**config.mk**
```make
export PLATFORM = sky130hd
export DESIGN_NAME = aes192_ctrl
export DESIGN_NICKNAME = d
export VERILOG_FILES = /design/src/design/aes192_pkg.sv /design/src/design/aes192_ctrl.sv
export SDC_FILE = /design/constraint.sdc
export NUM_CORES = 1
export LEC_CHECK = 0
export ABC_AREA = 1
export BUFFER_PORTS_ARGS = -buffer_cell sky130_fd_sc_hd__clkbuf_2
export CORE_MARGIN = 5
export CORE_UTILIZATION = 55
export CTS_BUF_LIST = sky130_fd_sc_hd__clkbuf_8
export CTS_CLUSTER_DIAMETER = 60
export DETAILED_ROUTE_END_ITERATION = 7
export GPL_TIMING_DRIVEN = 0
export PLACE_DENSITY_LB_ADDON = 0.05
export SETUP_SLACK_MARGIN = 0.5
export SLEW_MARGIN = 20
export SYNTH_ARGS = -nofsm -noshare
export SYNTH_HDL_FRONTEND = slang
export SYNTH_SLANG_ARGS = --single-unit
```
**constraint.sdc**
```tcl
create_clock -name clk -period 3.5 [get_ports clk]
set_clock_uncertainty 0.05 [all_clocks]
set_input_delay 1.05 -clock clk [delete_from_list [all_inputs] [get_ports clk]]
set_output_delay 1.05 -clock clk [all_outputs]
set_load 0.02 [all_outputs]
```
**src/design/aes192_pkg.sv**
```systemverilog
// Shared types, constants and round functions for the AES-192 cipher unit.
package aes192_pkg;

	localparam int unsigned RK_DEPTH = 13;
	localparam int unsigned RK_AW    = 4;

	localparam logic [4:0] KEXP_LAST = 5'd25;
	localparam logic [4:0] KEXP_KEYS = 5'd3;
	localparam logic [3:0] RND_LAST  = 4'd12;

	localparam logic [2:0] MODE_ECB  = 3'd0;
	localparam logic [2:0] MODE_CBC  = 3'd1;
	localparam logic [2:0] MODE_PCBC = 3'd2;
	localparam logic [2:0] MODE_CTR  = 3'd3;
	localparam logic [2:0] MODE_CFB  = 3'd4;

	localparam logic [2:0] REG_KEY_HIGH  = 3'd0;
	localparam logic [2:0] REG_KEY_MID   = 3'd1;
	localparam logic [2:0] REG_KEY_LOW   = 3'd2;
	localparam logic [2:0] REG_IV_HIGH   = 3'd3;
	localparam logic [2:0] REG_IV_LOW    = 3'd4;
	localparam logic [2:0] REG_MODE      = 3'd5;
	localparam logic [2:0] REG_DIRECTION = 3'd6;

	typedef struct packed {
		logic       capture;
		logic       key_wr;
		logic [4:0] key_idx;
		logic       load;
		logic       rnd;
		logic [3:0] rnd_idx;
		logic       finish;
	} aes192_cmd_t;

	typedef struct packed {
		logic key_changed;
	} aes192_status_t;

	localparam logic [7:0] SBOX [256] = '{
	8'h63,8'h7c,8'h77,8'h7b,8'hf2,8'h6b,8'h6f,8'hc5,8'h30,8'h01,8'h67,8'h2b,8'hfe,8'hd7,8'hab,8'h76,
	8'hca,8'h82,8'hc9,8'h7d,8'hfa,8'h59,8'h47,8'hf0,8'had,8'hd4,8'ha2,8'haf,8'h9c,8'ha4,8'h72,8'hc0,
	8'hb7,8'hfd,8'h93,8'h26,8'h36,8'h3f,8'hf7,8'hcc,8'h34,8'ha5,8'he5,8'hf1,8'h71,8'hd8,8'h31,8'h15,
	8'h04,8'hc7,8'h23,8'hc3,8'h18,8'h96,8'h05,8'h9a,8'h07,8'h12,8'h80,8'he2,8'heb,8'h27,8'hb2,8'h75,
	8'h09,8'h83,8'h2c,8'h1a,8'h1b,8'h6e,8'h5a,8'ha0,8'h52,8'h3b,8'hd6,8'hb3,8'h29,8'he3,8'h2f,8'h84,
	8'h53,8'hd1,8'h00,8'hed,8'h20,8'hfc,8'hb1,8'h5b,8'h6a,8'hcb,8'hbe,8'h39,8'h4a,8'h4c,8'h58,8'hcf,
	8'hd0,8'hef,8'haa,8'hfb,8'h43,8'h4d,8'h33,8'h85,8'h45,8'hf9,8'h02,8'h7f,8'h50,8'h3c,8'h9f,8'ha8,
	8'h51,8'ha3,8'h40,8'h8f,8'h92,8'h9d,8'h38,8'hf5,8'hbc,8'hb6,8'hda,8'h21,8'h10,8'hff,8'hf3,8'hd2,
	8'hcd,8'h0c,8'h13,8'hec,8'h5f,8'h97,8'h44,8'h17,8'hc4,8'ha7,8'h7e,8'h3d,8'h64,8'h5d,8'h19,8'h73,
	8'h60,8'h81,8'h4f,8'hdc,8'h22,8'h2a,8'h90,8'h88,8'h46,8'hee,8'hb8,8'h14,8'hde,8'h5e,8'h0b,8'hdb,
	8'he0,8'h32,8'h3a,8'h0a,8'h49,8'h06,8'h24,8'h5c,8'hc2,8'hd3,8'hac,8'h62,8'h91,8'h95,8'he4,8'h79,
	8'he7,8'hc8,8'h37,8'h6d,8'h8d,8'hd5,8'h4e,8'ha9,8'h6c,8'h56,8'hf4,8'hea,8'h65,8'h7a,8'hae,8'h08,
	8'hba,8'h78,8'h25,8'h2e,8'h1c,8'ha6,8'hb4,8'hc6,8'he8,8'hdd,8'h74,8'h1f,8'h4b,8'hbd,8'h8b,8'h8a,
	8'h70,8'h3e,8'hb5,8'h66,8'h48,8'h03,8'hf6,8'h0e,8'h61,8'h35,8'h57,8'hb9,8'h86,8'hc1,8'h1d,8'h9e,
	8'he1,8'hf8,8'h98,8'h11,8'h69,8'hd9,8'h8e,8'h94,8'h9b,8'h1e,8'h87,8'he9,8'hce,8'h55,8'h28,8'hdf,
	8'h8c,8'ha1,8'h89,8'h0d,8'hbf,8'he6,8'h42,8'h68,8'h41,8'h99,8'h2d,8'h0f,8'hb0,8'h54,8'hbb,8'h16
	};

	function automatic logic [7:0] sbox(input logic [7:0] x);
		return SBOX[x];
	endfunction

	// linear part of the inverse affine map
	function automatic logic [7:0] lin_inv(input logic [7:0] y);
		return {y[6:0], y[7]} ^ {y[4:0], y[7:5]} ^ {y[1:0], y[7:2]};
	endfunction

	// inverse S-box built from the forward table: A^-1(S(A^-1(y)))
	function automatic logic [7:0] inv_sbox(input logic [7:0] y);
		logic [7:0] z;
		z = lin_inv(y) ^ 8'h05;
		return lin_inv(sbox(z)) ^ 8'h05;
	endfunction

	function automatic logic [7:0] xt(input logic [7:0] b);
		return {b[6:0], 1'b0} ^ (b[7] ? 8'h1b : 8'h00);
	endfunction

	function automatic logic [31:0] sub_rot(input logic [31:0] w);
		logic [31:0] r;
		r = {w[23:0], w[31:24]};
		return {sbox(r[31:24]), sbox(r[23:16]), sbox(r[15:8]), sbox(r[7:0])};
	endfunction

	function automatic logic [127:0] fwd_round(input logic [127:0] s, input logic [127:0] k,
			input logic last);
		logic [7:0]   t [16];
		logic [7:0]   o [16];
		logic [127:0] r;
		for (int c = 0; c < 4; c++) begin
			for (int q = 0; q < 4; q++) begin
				t[q + 4 * c] = sbox(s[127 - 8 * (q + 4 * ((c + q) & 3)) -: 8]);
			end
		end
		for (int c = 0; c < 4; c++) begin
			if (last) begin
				for (int q = 0; q < 4; q++) o[4 * c + q] = t[4 * c + q];
			end else begin
				o[4 * c]     = xt(t[4*c]) ^ xt(t[4*c+1]) ^ t[4*c+1] ^ t[4*c+2] ^ t[4*c+3];
				o[4 * c + 1] = t[4*c] ^ xt(t[4*c+1]) ^ xt(t[4*c+2]) ^ t[4*c+2] ^ t[4*c+3];
				o[4 * c + 2] = t[4*c] ^ t[4*c+1] ^ xt(t[4*c+2]) ^ xt(t[4*c+3]) ^ t[4*c+3];
				o[4 * c + 3] = xt(t[4*c]) ^ t[4*c] ^ t[4*c+1] ^ t[4*c+2] ^ xt(t[4*c+3]);
			end
		end
		for (int i = 0; i < 16; i++) r[127 - 8 * i -: 8] = o[i];
		return r ^ k;
	endfunction

	function automatic logic [127:0] inv_round(input logic [127:0] s, input logic [127:0] k,
			input logic last);
		logic [7:0]   t [16];
		logic [7:0]   a [16];
		logic [7:0]   x2, x4, x8;
		logic [7:0]   m9 [16];
		logic [7:0]   m11 [16];
		logic [7:0]   m13 [16];
		logic [7:0]   m14 [16];
		logic [127:0] r;
		for (int c = 0; c < 4; c++) begin
			for (int q = 0; q < 4; q++) begin
				t[q + 4 * ((c + q) & 3)] = inv_sbox(s[127 - 8 * (q + 4 * c) -: 8]);
			end
		end
		for (int i = 0; i < 16; i++) begin
			a[i]   = t[i] ^ k[127 - 8 * i -: 8];
			x2     = xt(a[i]);
			x4     = xt(x2);
			x8     = xt(x4);
			m9[i]  = x8 ^ a[i];
			m11[i] = x8 ^ x2 ^ a[i];
			m13[i] = x8 ^ x4 ^ a[i];
			m14[i] = x8 ^ x4 ^ x2;
		end
		for (int c = 0; c < 4; c++) begin
			if (last) begin
				for (int q = 0; q < 4; q++) r[127 - 8 * (4 * c + q) -: 8] = a[4 * c + q];
			end else begin
				r[127 - 8 * (4*c)   -: 8] = m14[4*c] ^ m11[4*c+1] ^ m13[4*c+2] ^ m9[4*c+3];
				r[127 - 8 * (4*c+1) -: 8] = m9[4*c] ^ m14[4*c+1] ^ m11[4*c+2] ^ m13[4*c+3];
				r[127 - 8 * (4*c+2) -: 8] = m13[4*c] ^ m9[4*c+1] ^ m14[4*c+2] ^ m11[4*c+3];
				r[127 - 8 * (4*c+3) -: 8] = m11[4*c] ^ m13[4*c+1] ^ m9[4*c+2] ^ m14[4*c+3];
			end
		end
		return r;
	endfunction

endpackage

```
**src/design/aes192_ctrl.sv**
```systemverilog
// Controller: sequences key expansion, rounds and the result handshake.
module aes192_ctrl (
	input  logic                       clk,
	input  logic                       arst_n,
	input  logic                       blk_valid,
	output logic                       blk_ready,
	output logic                       res_valid,
	input  logic                       res_ready,
	input  aes192_pkg::aes192_status_t status,
	output aes192_pkg::aes192_cmd_t    cmd
);

	typedef enum logic [4:0] {
		ST_IDLE  = 5'b00001,
		ST_KEXP  = 5'b00010,
		ST_LOAD  = 5'b00100,
		ST_ROUND = 5'b01000,
		ST_DONE  = 5'b10000
	} aes192_state_t;

	aes192_state_t state_q, state_nxt;
	logic [4:0]    cnt_q;
	logic          keys_valid_q;
	logic          res_valid_q;

	always_comb begin
		cmd       = '0;
		blk_ready = 1'b0;
		state_nxt = state_q;
		unique case (state_q)
			ST_IDLE: begin
				blk_ready = 1'b1;
				if (blk_valid) begin
					cmd.capture = 1'b1;
					state_nxt   = keys_valid_q ? ST_LOAD : ST_KEXP;
				end
			end
			ST_KEXP: begin
				cmd.key_wr  = 1'b1;
				cmd.key_idx = cnt_q;
				if (cnt_q == aes192_pkg::KEXP_LAST) state_nxt = ST_LOAD;
			end
			ST_LOAD: begin
				cmd.load  = 1'b1;
				state_nxt = ST_ROUND;
			end
			ST_ROUND: begin
				cmd.rnd     = 1'b1;
				cmd.rnd_idx = cnt_q[3:0];
				if (cnt_q[3:0] == aes192_pkg::RND_LAST) state_nxt = ST_DONE;
			end
			ST_DONE: begin
				if (!res_valid_q || res_ready) begin
					cmd.finish = 1'b1;
					state_nxt  = ST_IDLE;
				end
			end
			default: state_nxt = ST_IDLE;
		endcase
	end

	always_ff @(posedge clk or negedge arst_n) begin
		if (!arst_n) begin
			state_q      <= ST_IDLE;
			cnt_q        <= '0;
			keys_valid_q <= 1'b0;
			res_valid_q  <= 1'b0;
		end else begin
			state_q <= state_nxt;
			if (state_q != state_nxt) cnt_q <= '0;
			else cnt_q <= cnt_q + 5'd1;
			if (status.key_changed) keys_valid_q <= 1'b0;
			else if (cmd.key_wr && cnt_q == aes192_pkg::KEXP_LAST) keys_valid_q <= 1'b1;
			if (cmd.finish) res_valid_q <= 1'b1;
			else if (res_ready) res_valid_q <= 1'b0;
		end
	end

	assign res_valid = res_valid_q;

`ifndef NO_ASSERTIONS
	a_finish_shows: assert property (@(posedge clk) disable iff (!arst_n)
		cmd.finish |=> res_valid_q) else $error("result not presented after finish");
	a_no_overwrite: assert property (@(posedge clk) disable iff (!arst_n)
		(res_valid_q && !res_ready) |-> !cmd.finish) else $error("waiting result overwritten");
	a_keys_ready: assert property (@(posedge clk) disable iff (!arst_n)
		cmd.rnd |-> keys_valid_q) else $error("round run with stale keys");
	a_kexp_range: assert property (@(posedge clk) disable iff (!arst_n)
		cmd.key_wr |-> cnt_q <= aes192_pkg::KEXP_LAST) else $error("key index overrun");
	a_capture_next: assert property (@(posedge clk) disable iff (!arst_n)
		cmd.capture |=> (state_q == ST_LOAD || state_q == ST_KEXP))
		else $error("capture not followed by work");
`endif

endmodule

```
==> parameters.txt, run 1 <==
Parameter                              Value

Floorplanning
  Die width ... between 40 and 50 µm
  Effective utilization at floorplan ... 56.4%
  Site Rows ... 13
  Die Footprint ... around 0.0021 mm²
  I/O pins ... 21
  Placeable core region ... between 0.001 and 0.0015 mm²
  Die H ... between 40 and 50 µm

Setup path
  Crit. End Element ... output pin
  Worst Setup Start Kind ... primary input
  Worst setup startpoint ... res_ready
  Cells on worst reg2reg path ... 7
  Required time of the critical path ... 2.40 ns
  Critical-path maximum fanout ... 2
  Sum of buffers and inverters on the critical path ... 2
  Cell depth of the worst setup path ... 4
  Slowest Stage Delay on Critical Path ... 0.20 ns
  Cell at the slowest stage of the critical path ... sky130_fd_sc_hd__clkbuf_2
  Cell-by-cell listing of the critical path ... clkbuf_2, nor2_1, nor2_1, clkbuf_2
  Start-to-end type of the worst setup path ... in -> out
  Data arrival time at the worst-slack endpoint ... between 1.5 and 2 ns
  Start of the worst register-to-register path ... cnt_q[0]
  CP delay by family, top ... buffers and inverters

Pwr
  Combinational share of power ... between 30 and 40%
  Internal Power ... between 300 and 400 µW
  Switching part of the total ... about two fifths
  Share of power burned in registers ... 36.2%
  Leakage power ... about 0.00047 µW
  Part of the power in the clock network ... roughly a quarter
  IR drop worst, VDD ... 0.000388 V
  Power spent charging and discharging nets ... ~220 µW
  Pwr dens ... 592 mW/mm²

STA
  Max-slew headroom ... approximately 80%
  Worst setup slack after layout ... ~0.85 ns
  Total count of max-transition violations in the final report ... 0
  Final setup viols ... 0
  Endpoints failing hold ... 0
  RSZ-0062 raised after global routing ... no
  Measured slew at the worst slew-check pin ... approximately 0.31 ns
  Crit share post-route ... around 76%
  Final worst path period need ... ~2.7 ns
  Total negative setup slack ... 0 ns
  Achievable clock frequency ... between 300 and 400 MHz

Hold path
  Path class of the lowest-slack min-delay path ... reg -> reg
  Hold Path Stages ... 2
  HP Start ... keys_valid_q

Global routing
  All-layer global routing usage ... 17.9%
  Most congested layer reported by global routing ... met2
  Largest net degree at the start of global routing ... 13
  GRT met2 Usage ... 28.3%
  Global Route met1 Usage ... between 20% and 30%
  Wire length of the first global-routing pass ... approximately 2700 µm
  GR Layer Usage met3 ... around 4.3%
  GRT Residual Overflow ... 0
  Antenna violations before repair ... 0
  Number of global-route vias before repair ... 674

Clock network
  CTS tree ... done
  H-Tree Depth ... 1
  Cell at the root of the clock tree ... sky130_fd_sc_hd__clkbuf_8
  Clock latency on the worst-skew pair ... approximately 0.24 ns
  Num CTS Buffers ... 3
  Hold buffers post-CTS ... 0
  Clock sink count ... 12
  Setup Buffers After CTS ... 0
  Total of cells resized after clock tree synthesis ... 0
  Clock buffer depth ... 2
  Clock slew at the register clock pins of the worst setup and hold paths ... around 0.05 ns

Cells and area
  Number of standard cells in the layout, taps in and fillers out ... 128
  Most common cell after layout, fill and taps aside ... sky130_fd_sc_hd__clkbuf_2
  Area delta synth->final ... 22.9%
  Final net count ... 122
  Share of cells above drive strength 1 ... between 30% and 40%
  Commonest non-fill, non-tap cells in the layout ... sky130_fd_sc_hd__clkbuf_2, sky130_fd_sc_hd__inv_1, sky130_fd_sc_hd__nor2_1, sky130_fd_sc_hd__dfrtp_1
  Antenna diode count ... 0

Placed design
  Final estimated routing congestion in global placement ... about 0.85
  Count of input and output buffers ... 20
  Worst Setup Slack post-DPL ... 0.865 ns
  Inst Count DP ... about 120
  Total half-perimeter wirelength after legalization and detailed placement ... 1200 µm

Logic synthesis
  Ys Warns ... 0
  Library cells used by synthesis ... 18
  Top cells by area in the synthesized netlist ... sky130_fd_sc_hd__dfrtp_1, sky130_fd_sc_hd__inv_1, sky130_fd_sc_hd__nor2_1, sky130_fd_sc_hd__ha_1, sky130_fd_sc_hd__nor2_4
  Nets in the synthesized netlist ... 97
  Total standard cell area after synthesis ... roughly 700 µm²
  Synthesized area divided by synthesized cell count ... roughly 8.0 µm²
  Number of storage elements in the synthesis netlist ... 12
  Library cell occupying the most area in the post-synthesis netlist ... sky130_fd_sc_hd__dfrtp_1
  Area share of the leading cell type in the synthesized netlist ... slightly below 40%
  Post-synthesis instance total ... 89
  Seq/Total Area, Yosys ... between 40% and 50%

Drt
  DRC Markers ... 0
  Routed length per instance ... approximately 12 µm
  Overall via count from detail_route ... 648
  Detail Route Antenna Nets ... 0
  First-pass iteration count of the detailed router ... 4
  Vias per cell ... slightly above 5
  WL final ... 1530 µm
  Violation count after the first detailed-route iteration ... 10

Run
  Max-cap violation count ... 0

Outcome
  Outcome ... complete, no violations
==> power by group through the flow <==
stage	Clock (µW)	Sequential [µW]	Combinational [µW]
detailed placement	0	191	204
global placement	0	190	201
CTS	131	188	207
global route	140	194	231
finish	128	188	205
floorplan	0	184	154
==> cell families after synthesis <==
logic type	count (synthesis)	share of synthesized area (%)
AOI/OAI and AO/OA	8	5.59
xor gates and xnor gates	3	3.67
adders and majority gates	3	5.25
buffers and inverters	16	8.39
DFF	12	42.1
and+or+nand+nor	47	35.0
==> synthesized netlist by cell type <==
cell type / instances
sky130_fd_sc_hd__nand4_1: 5
sky130_fd_sc_hd__nor2_4: 3
sky130_fd_sc_hd__o21ai_0: 4
sky130_fd_sc_hd__inv_1: 16
sky130_fd_sc_hd__nand2_1: 6
sky130_fd_sc_hd__dfstp_2: 1
sky130_fd_sc_hd__xnor2_1: 1
sky130_fd_sc_hd__o21ai_1: 2
sky130_fd_sc_hd__nor2_1: 16
sky130_fd_sc_hd__a21oi_1: 2
sky130_fd_sc_hd__nor2_2: 5
sky130_fd_sc_hd__dfrtp_1: 11
sky130_fd_sc_hd__nand3_2: 1
sky130_fd_sc_hd__nand2_2: 4
sky130_fd_sc_hd__nand2b_1: 1
sky130_fd_sc_hd__ha_1: 3
sky130_fd_sc_hd__xor2_1: 2
sky130_fd_sc_hd__nand3_1: 6
==> registers in the layout (all words and copies together) (netlist names) <==
name / flops
cnt_q: 5
keys_valid_q: 1
res_valid: 1
state_q: 5
==> path summary, 6_finish.rpt <==
check	end	slack [ns]
setup / recovery	cmd[0]	0.85
hold / removal	keys_valid_q	0.46
setup reg to reg	cnt_q[4]	2.10
max in group asynchronous	state_q[0]	2.48
min in group asynchronous	state_q[3]	0.64
hold reg to reg	keys_valid_q	0.46
==> per-layer routing <==
metal,vias up,routed length [µm]
met1,287,592
met4,0,53
met5,-,0
met3,7,133
met2,28,752
li1,326,-
==> stage by stage <==
step / power [µW] / util, % / hold slack (ns) / cell area, µm²
floorplan: 338 / - / 0.435 / 716
global placement: 390 / 65.8 / 0.451 / 835
detailed placement: 395 / 65.8 / 0.453 / 835
CTS: 526 / 69.3 / 0.461 / 880
global route: 565 / 69.3 / 0.482 / 880
finish: 521 / 69.3 / 0.458 / 880
==> worst register-to-register path, cell delays in order, from the launching register on <==
cell and delay [ns]:
sky130_fd_sc_hd__dfrtp_1 0.43, sky130_fd_sc_hd__inv_1 0.11, sky130_fd_sc_hd__ha_1 0.15, sky130_fd_sc_hd__nand3_1 0.11
sky130_fd_sc_hd__nand3_2 0.11, sky130_fd_sc_hd__nand2_2 0.07, sky130_fd_sc_hd__nor2_4 0.21, sky130_fd_sc_hd__nor2_2 0.05
==> layout make-up <==
cell class	instances	area, µm²
clock buffer	3	41.3
clock inverter	1	3.75
multi-input combinational	61	354
fill	121	389
tap	15	18.8
inverter	16	60.1
timing repair buffer	20	100
sequential	12	302
(Power assumes the default switching activity.)
==> inputs of run 2 (changes only) <==
--- a/config.mk
+++ b/config.mk
@@ -8,7 +8,7 @@
 export ABC_AREA = 1
 export BUFFER_PORTS_ARGS = -buffer_cell sky130_fd_sc_hd__clkbuf_2
 export CORE_MARGIN = 5
-export CORE_UTILIZATION = 55
+export CORE_UTILIZATION = 52
 export CTS_BUF_LIST = sky130_fd_sc_hd__clkbuf_8
 export CTS_CLUSTER_DIAMETER = 60
 export DETAILED_ROUTE_END_ITERATION = 7
==> constraint.sdc (replaced) <==
create_clock -name clk -period 2.8 [get_ports clk]
set_clock_uncertainty 0.05 [all_clocks]
set_input_delay 0.84 -clock clk [delete_from_list [all_inputs] [get_ports clk]]
set_output_delay 0.84 -clock clk [all_outputs]
set_load 0.02 [all_outputs]
==> run 2 against run 1 <==
Effect of this change:
- global-route usage shrank 1.3 points
- routed wire length rose by 10%
- cell area grew 10%
- via count increased by 6.0%
- sequential share of layout area down 2.9 points
- flip-flop and latch count is the same
- die area grew 4.5%
- first-iteration DRC count increased by 20%
- critical path type is now reg -> out
==> parameters.txt, run 2 (synthesis gave the netlist of run 1 again) <==
Parameter                              Value

Cells and area
  Commonest non-fill, non-tap cells in the layout ... sky130_fd_sc_hd__inv_1, sky130_fd_sc_hd__clkbuf_2, sky130_fd_sc_hd__nor2_1, sky130_fd_sc_hd__dfrtp_1, sky130_fd_sc_hd__buf_4
  Seq. cell area ... ~300 µm²
  Multi-input gate area ... roughly 400 µm²
  Largest registers ... cnt_q x5, state_q x5
  Antenna diode count ... 0
  Utilization after layout ... between 70% and 80%
  Final net count ... about 130
  Fillers ... roughly 110
  Area delta synth->final ... 35.5%
  Share of cells above drive strength 1 ... a little under half

Drt
  First-pass iteration count of the detailed router ... 6
  WL final ... around 1700 µm
  DRC Markers ... 0
  Routed length on met3 ... just under 90 µm
  Wire length on met2 ... 881 µm
  Vias per cell ... about 5.1
  Detail Route Antenna Nets ... 0
  Routed length per instance ... roughly 13 µm
  Violation count after the first detailed-route iteration ... 12
  Met1 Wirelength ... 695 µm
  Overall via count from detail_route ... ~690
  Highest metal layer with signal wires ... met4

Floorplanning
  Die width ... about 47 µm
  Die H ... 47.1 µm
  Site Rows ... 13
  Die Footprint ... 0.00222 mm²
  I/O pins ... 21
  Placeable core region ... 0.00130 mm²
  Effective utilization at floorplan ... between 50% and 60%

Pwr
  Leakage power ... 0.000512 µW
  Internal Power ... about 430 µW
  Combinational share of power ... 45.2%
  Pwr dens ... roughly 750 mW/mm²
  Part of the power in the clock network ... 21.5%
  Power spent charging and discharging nets ... roughly 300 µW
  Switching part of the total ... between 40% and 50%
  IR drop worst, VDD ... 0.000554 V
  Share of power burned in registers ... 33.3%

Clock network
  Hold buffers post-CTS ... 0
  Clock slew at the register clock pins of the worst setup and hold paths ... ~0.050 ns
  CTS tree ... done
  Clock latency on the worst-skew pair ... ~0.24 ns
  Clock sink count ... 12
  Num CTS Buffers ... 3
  H-Tree Depth ... 1
  Cell at the root of the clock tree ... sky130_fd_sc_hd__clkbuf_8
  Clock buffer depth ... 2

STA
  Achievable clock frequency ... ~440 MHz
  Worst setup slack after layout ... around 0.53 ns
  Final worst path period need ... around 2.3 ns
  Max-slew headroom ... 80.0%
  Measured slew at the worst slew-check pin ... around 0.30 ns
  RSZ-0062 raised after global routing ... no
  Total negative setup slack ... 0 ns
  Endpoints failing hold ... 0
  Crit share post-route ... approximately four fifths
  Final setup viols ... 0
  Total count of max-transition violations in the final report ... 0

Placed design
  Total half-perimeter wirelength after legalization and detailed placement ... roughly 1200 µm
  Final estimated routing congestion in global placement ... 0.833
  Worst Setup Slack post-DPL ... slightly below 0.6 ns
  Count of input and output buffers ... 20

Setup path
  Worst Setup Start Kind ... flip-flop
  Crit. End Element ... output pin
  Data arrival time at the worst-slack endpoint ... between 1 and 1.5 ns
  Start-to-end type of the worst setup path ... reg -> out
  Start of the worst register-to-register path ... cnt_q[0]
  Critical-path maximum fanout ... 6
  Required time of the critical path ... between 1.5 and 2 ns
  Worst setup startpoint ... state_q[2]

Hold path
  Path class of the lowest-slack min-delay path ... in -> async

Outcome
  Outcome ... complete, no violations

Global routing
  GRT Residual Overflow ... 0
  Number of global-route vias before repair ... ~620
  Largest net degree at the start of global routing ... 13
  Wire length of the first global-routing pass ... ~2500 µm
  All-layer global routing usage ... 16.6%
  Antenna violations before repair ... 0

Run
  Max-cap violation count ... 0
run 2: worst paths after layout:
kind	endpoint	slack (ns)	depth (start not counted)
max	cmd[10]	0.53	5
min	state_q[1]	0.43	1
max reg2reg	cnt_q[4]	1.38	7
min reg2reg	keys_valid_q	0.46	2
max in group asynchronous	state_q[0]	1.99	1
min in group clk	keys_valid_q	0.46	2
run 2: timing repair:
item | in CTS | in global routing
buffers inserted | 2 | 4
gates resized for setup | 2 | 20
pin swaps | 2 | 2
hold endpoints to repair | 0 | 0
setup endpoints to repair | 11 | 14
run 2: final cells by class:
type | count | share of cell area [%]
multi-input combinational | 61 | 40.1
sequential | 12 | 31.4
timing repair buffer | 26 | 15.7
inverter | 16 | 6.19
clock buffer | 3 | 4.26
tap | 15 | 1.94
clock inverter | 1 | 0.387
run 2: routing by layer:
layer  GRT usage [%]  up-vias
met5               0        -
met4            10.5        0
met3            3.45        4
met2            27.9       21
met1            19.1      320
li1                -      342
run 2: critical path: stages, from the launching register on:
cell,delay [ns]
sky130_fd_sc_hd__dfrtp_1,0.43
sky130_fd_sc_hd__nor2_4,0.18
sky130_fd_sc_hd__nand4_1,0.09
sky130_fd_sc_hd__buf_4,0.17
sky130_fd_sc_hd__nor2_1,0.10
sky130_fd_sc_hd__clkbuf_2,0.18
run 2: power groups by stage:
stage	logic [µW]	clock network, µW	registers, µW
6_report	330	157	244
5_1_grt	364	170	247
4_1_cts	279	161	235
3_5_place_dp	259	0	238
3_3_place_gp	250	0	237
2_1_floorplan	193	0	230
run 2: metrics by stage:
| stage | std cells | cell area, µm² | power, µW | hold WS, ns |
|---|---|---|---|---|
| finish | 134 | 970 | 730 | 0.427 |
| global route | 134 | 970 | 781 | 0.446 |
| CTS | 130 | 902 | 674 | 0.439 |
| detailed placement | 124 | 835 | 497 | 0.453 |
| global placement | 124 | 835 | 487 | 0.451 |
| floorplan | 89 | 716 | 423 | 0.435 |
==> inputs of run 3 (changes only) <==
--- a/config.mk
+++ b/config.mk
@@ -8,7 +8,7 @@
 export ABC_AREA = 1
 export BUFFER_PORTS_ARGS = -buffer_cell sky130_fd_sc_hd__clkbuf_2
 export CORE_MARGIN = 5
-export CORE_UTILIZATION = 52
+export CORE_UTILIZATION = 47
 export CTS_BUF_LIST = sky130_fd_sc_hd__clkbuf_8
 export CTS_CLUSTER_DIAMETER = 60
 export DETAILED_ROUTE_END_ITERATION = 7
==> constraint.sdc (replaced) <==
create_clock -name clk -period 1.93 [get_ports clk]
set_clock_uncertainty 0.05 [all_clocks]
set_input_delay 0.579 -clock clk [delete_from_list [all_inputs] [get_ports clk]]
set_output_delay 0.579 -clock clk [all_outputs]
set_load 0.02 [all_outputs]
==> run 3 against run 2 <==
Effect of this change:
- the run now ends with setup timing left
- sequential power up 50%
- sequential share of layout area down 7.5 points
- final cell count is 8.2% higher
- global-route usage is 0.93 points higher
- worst hold slack worse by 0.26 ns
- critical path type unchanged
- critical endpoint is now cmd[9]
==> parameters.txt, run 3 (synthesis gave the netlist of run 1 again) <==
Parameter                              Value

Cells and area
  Commonest non-fill, non-tap cells in the layout ... sky130_fd_sc_hd__nor2_4, sky130_fd_sc_hd__buf_4, sky130_fd_sc_hd__buf_6
  Most common cell after layout, fill and taps aside ... sky130_fd_sc_hd__nor2_4
  Final net count ... 138
  Largest registers ... cnt_q x5, state_q x5
  Area delta synth->final ... 78.0%
  Share of cells above drive strength 1 ... between 60% and 70%
  Antenna diode count ... 0

Global routing
  GRT Residual Overflow ... 0
  Antenna violations before repair ... 0
  All-layer global routing usage ... approximately 18%
  Wire length of the first global-routing pass ... 3370 µm
  Number of global-route vias before repair ... ~760
  Largest net degree at the start of global routing ... 13

Clock network
  Cell at the root of the clock tree ... sky130_fd_sc_hd__clkbuf_8
  Clock buffer depth ... 2
  Hold buffers post-CTS ... 0
  Clock sink count ... 12
  Clock slew at the register clock pins of the worst setup and hold paths ... about 0.060 ns
  Clock latency on the worst-skew pair ... 0.24 ns
  Num CTS Buffers ... 3
  CTS tree ... done
  H-Tree Depth ... 1

Floorplanning
  Site Rows ... 14
  I/O pins ... 21
  Effective utilization at floorplan ... about half
  Die width ... between 40 and 50 µm
  Placeable core region ... 0.00147 mm²
  Die Footprint ... ~0.0024 mm²
  Die H ... 49.0 µm

Setup path
  Cells on worst reg2reg path ... 10
  Sum of buffers and inverters on the critical path ... 2
  Reg2Reg Setup Slack ... between 0.2 and 0.3 ns
  Start of the worst register-to-register path ... state_q[0]
  Data arrival time at the worst-slack endpoint ... 1.48 ns
  Cell at the slowest stage of the critical path ... sky130_fd_sc_hd__dfrtp_1
  Required time of the critical path ... between 1 and 1.5 ns
  Critical-path maximum fanout ... 6
  Crit. End Element ... output pin
  Slowest Stage Delay on Critical Path ... about 0.43 ns
  Cell type with the highest occurrence count on the critical path ... sky130_fd_sc_hd__buf_6
  Worst Setup Start Kind ... flip-flop
  Start-to-end type of the worst setup path ... reg -> out
  Cell-by-cell listing of the critical path ... nor2_4, nand4_1, buf_6, nor2_2, buf_6
  Capturing point of the worst reg2reg path ... cnt_q[4]
  CP delay by family, top ... simple AND/OR/NAND/NOR gates

STA
  Total count of max-transition violations in the final report ... 0
  Achievable clock frequency ... between 400 and 500 MHz
  Max-slew headroom ... between 70 and 80%
  RSZ-0062 raised after global routing ... yes
  Final worst path period need ... 2.11 ns
  Final setup viols ... 14
  Total negative setup slack ... -1.45 ns
  Crit share post-route ... 109%
  Endpoints failing hold ... 0
  Worst setup slack after layout ... -0.180 ns
  Measured slew at the worst slew-check pin ... between 0.3 and 0.4 ns

Drt
  Vias per cell ... approximately 5.4
  Routed length per instance ... 17.8 µm
  Overall via count from detail_route ... slightly below 800
  WL final ... roughly 2600 µm
  DRC Markers ... 0
  Met1 Wirelength ... 1030 µm
  First-pass iteration count of the detailed router ... 4
  Wire length on met2 ... approximately 1400 µm
  Highest metal layer with signal wires ... met4
  Routed length on met3 ... ~120 µm
  Detail Route Antenna Nets ... 0
  Violation count after the first detailed-route iteration ... 44

Pwr
  Total Power ... ~1400 µW
  Pwr dens ... 1130 mW/mm²
  IR drop worst, VDD ... between 0.0009 and 0.001 V
  Leakage power ... approximately 0.00060 µW

Placed design
  Worst Setup Slack post-DPL ... ~0.062 ns
  Count of input and output buffers ... 20
  Final estimated routing congestion in global placement ... 0.826
  Total half-perimeter wirelength after legalization and detailed placement ... between 1000 and 1500 µm

Outcome
  Violated checks ... setup timing
  Outcome ... finished with violations

Run
  Max-cap violation count ... 0

Hold path
  Path class of the lowest-slack min-delay path ... in -> async
-- run 3: cell types whose count changed in the layout (fill, tap and decap cells not counted), moves of 4 or more --
cell,before,now
sky130_fd_sc_hd__buf_6,0,10
sky130_fd_sc_hd__nor2_1,11,1
sky130_fd_sc_hd__nor2_4,5,14
sky130_fd_sc_hd__clkbuf_2,15,8
sky130_fd_sc_hd__inv_1,15,9
sky130_fd_sc_hd__clkbuf_8,3,7
sky130_fd_sc_hd__nand2_4,1,5
-- run 3: how the worst max path moves through the flow --
stage | start | end | cells past startpoint
after global placement | state_q[2] | cmd[11] | 4
after floorplan | state_q[2] | cmd[10] | 3
after global routing | state_q[2] | cmd[9] | 5
final | state_q[2] | cmd[9] | 5
after CTS | state_q[0] | cmd[13] | 5
after detailed placement | state_q[2] | cmd[11] | 4
-- run 3: power by group --
group | total, µW | switching, µW | internal [µW]
Clock | 284 | 104 | 181
Combinational | 790 | 444 | 346
Sequential | 365 | 63.5 | 302
Total | 1440 | 611 | 829
-- run 3: area by class of cell --
type / count / area, µm²
fillers: 83 / 198
multi-input cells: 61 / 508
clock buffers: 4 / 55.1
inverters: 16 / 65.1
repair buffers: 36 / 322
well taps: 16 / 20.0
flip-flops and latches: 12 / 304
-- run 3: timing repair --
item                       CTS  global route
buffers inserted            10             6
resized for setup           32            39
setup endpoints to repair   20            22
pin swaps                    7            10
gates cloned                 0             0
-- run 3: layer usage --
metal,GRT usage (%),vias up
met2,29.8,32
met5,0,-
met4,6.28,0
li1,-,360
met1,21.7,387
met3,3.67,10
-- run 3: worst register-to-register path, delay by kind of cell (launching register included) --
kind          cells  cell delay (ns)
flops             1             0.59
buf+inv           4             0.42
simple gates      6             0.48
-- run 3: stage by stage --
step	utilization, %	area (µm²)	hold WS, ns	cells
5_1_grt	86.6	1270	0.180	145
6_report	86.6	1270	0.165	145
4_1_cts	75.5	1110	0.179	139
2_1_floorplan	-	766	0.233	89
3_5_place_dp	60.2	886	0.440	125
3_3_place_gp	60.2	886	0.429	125
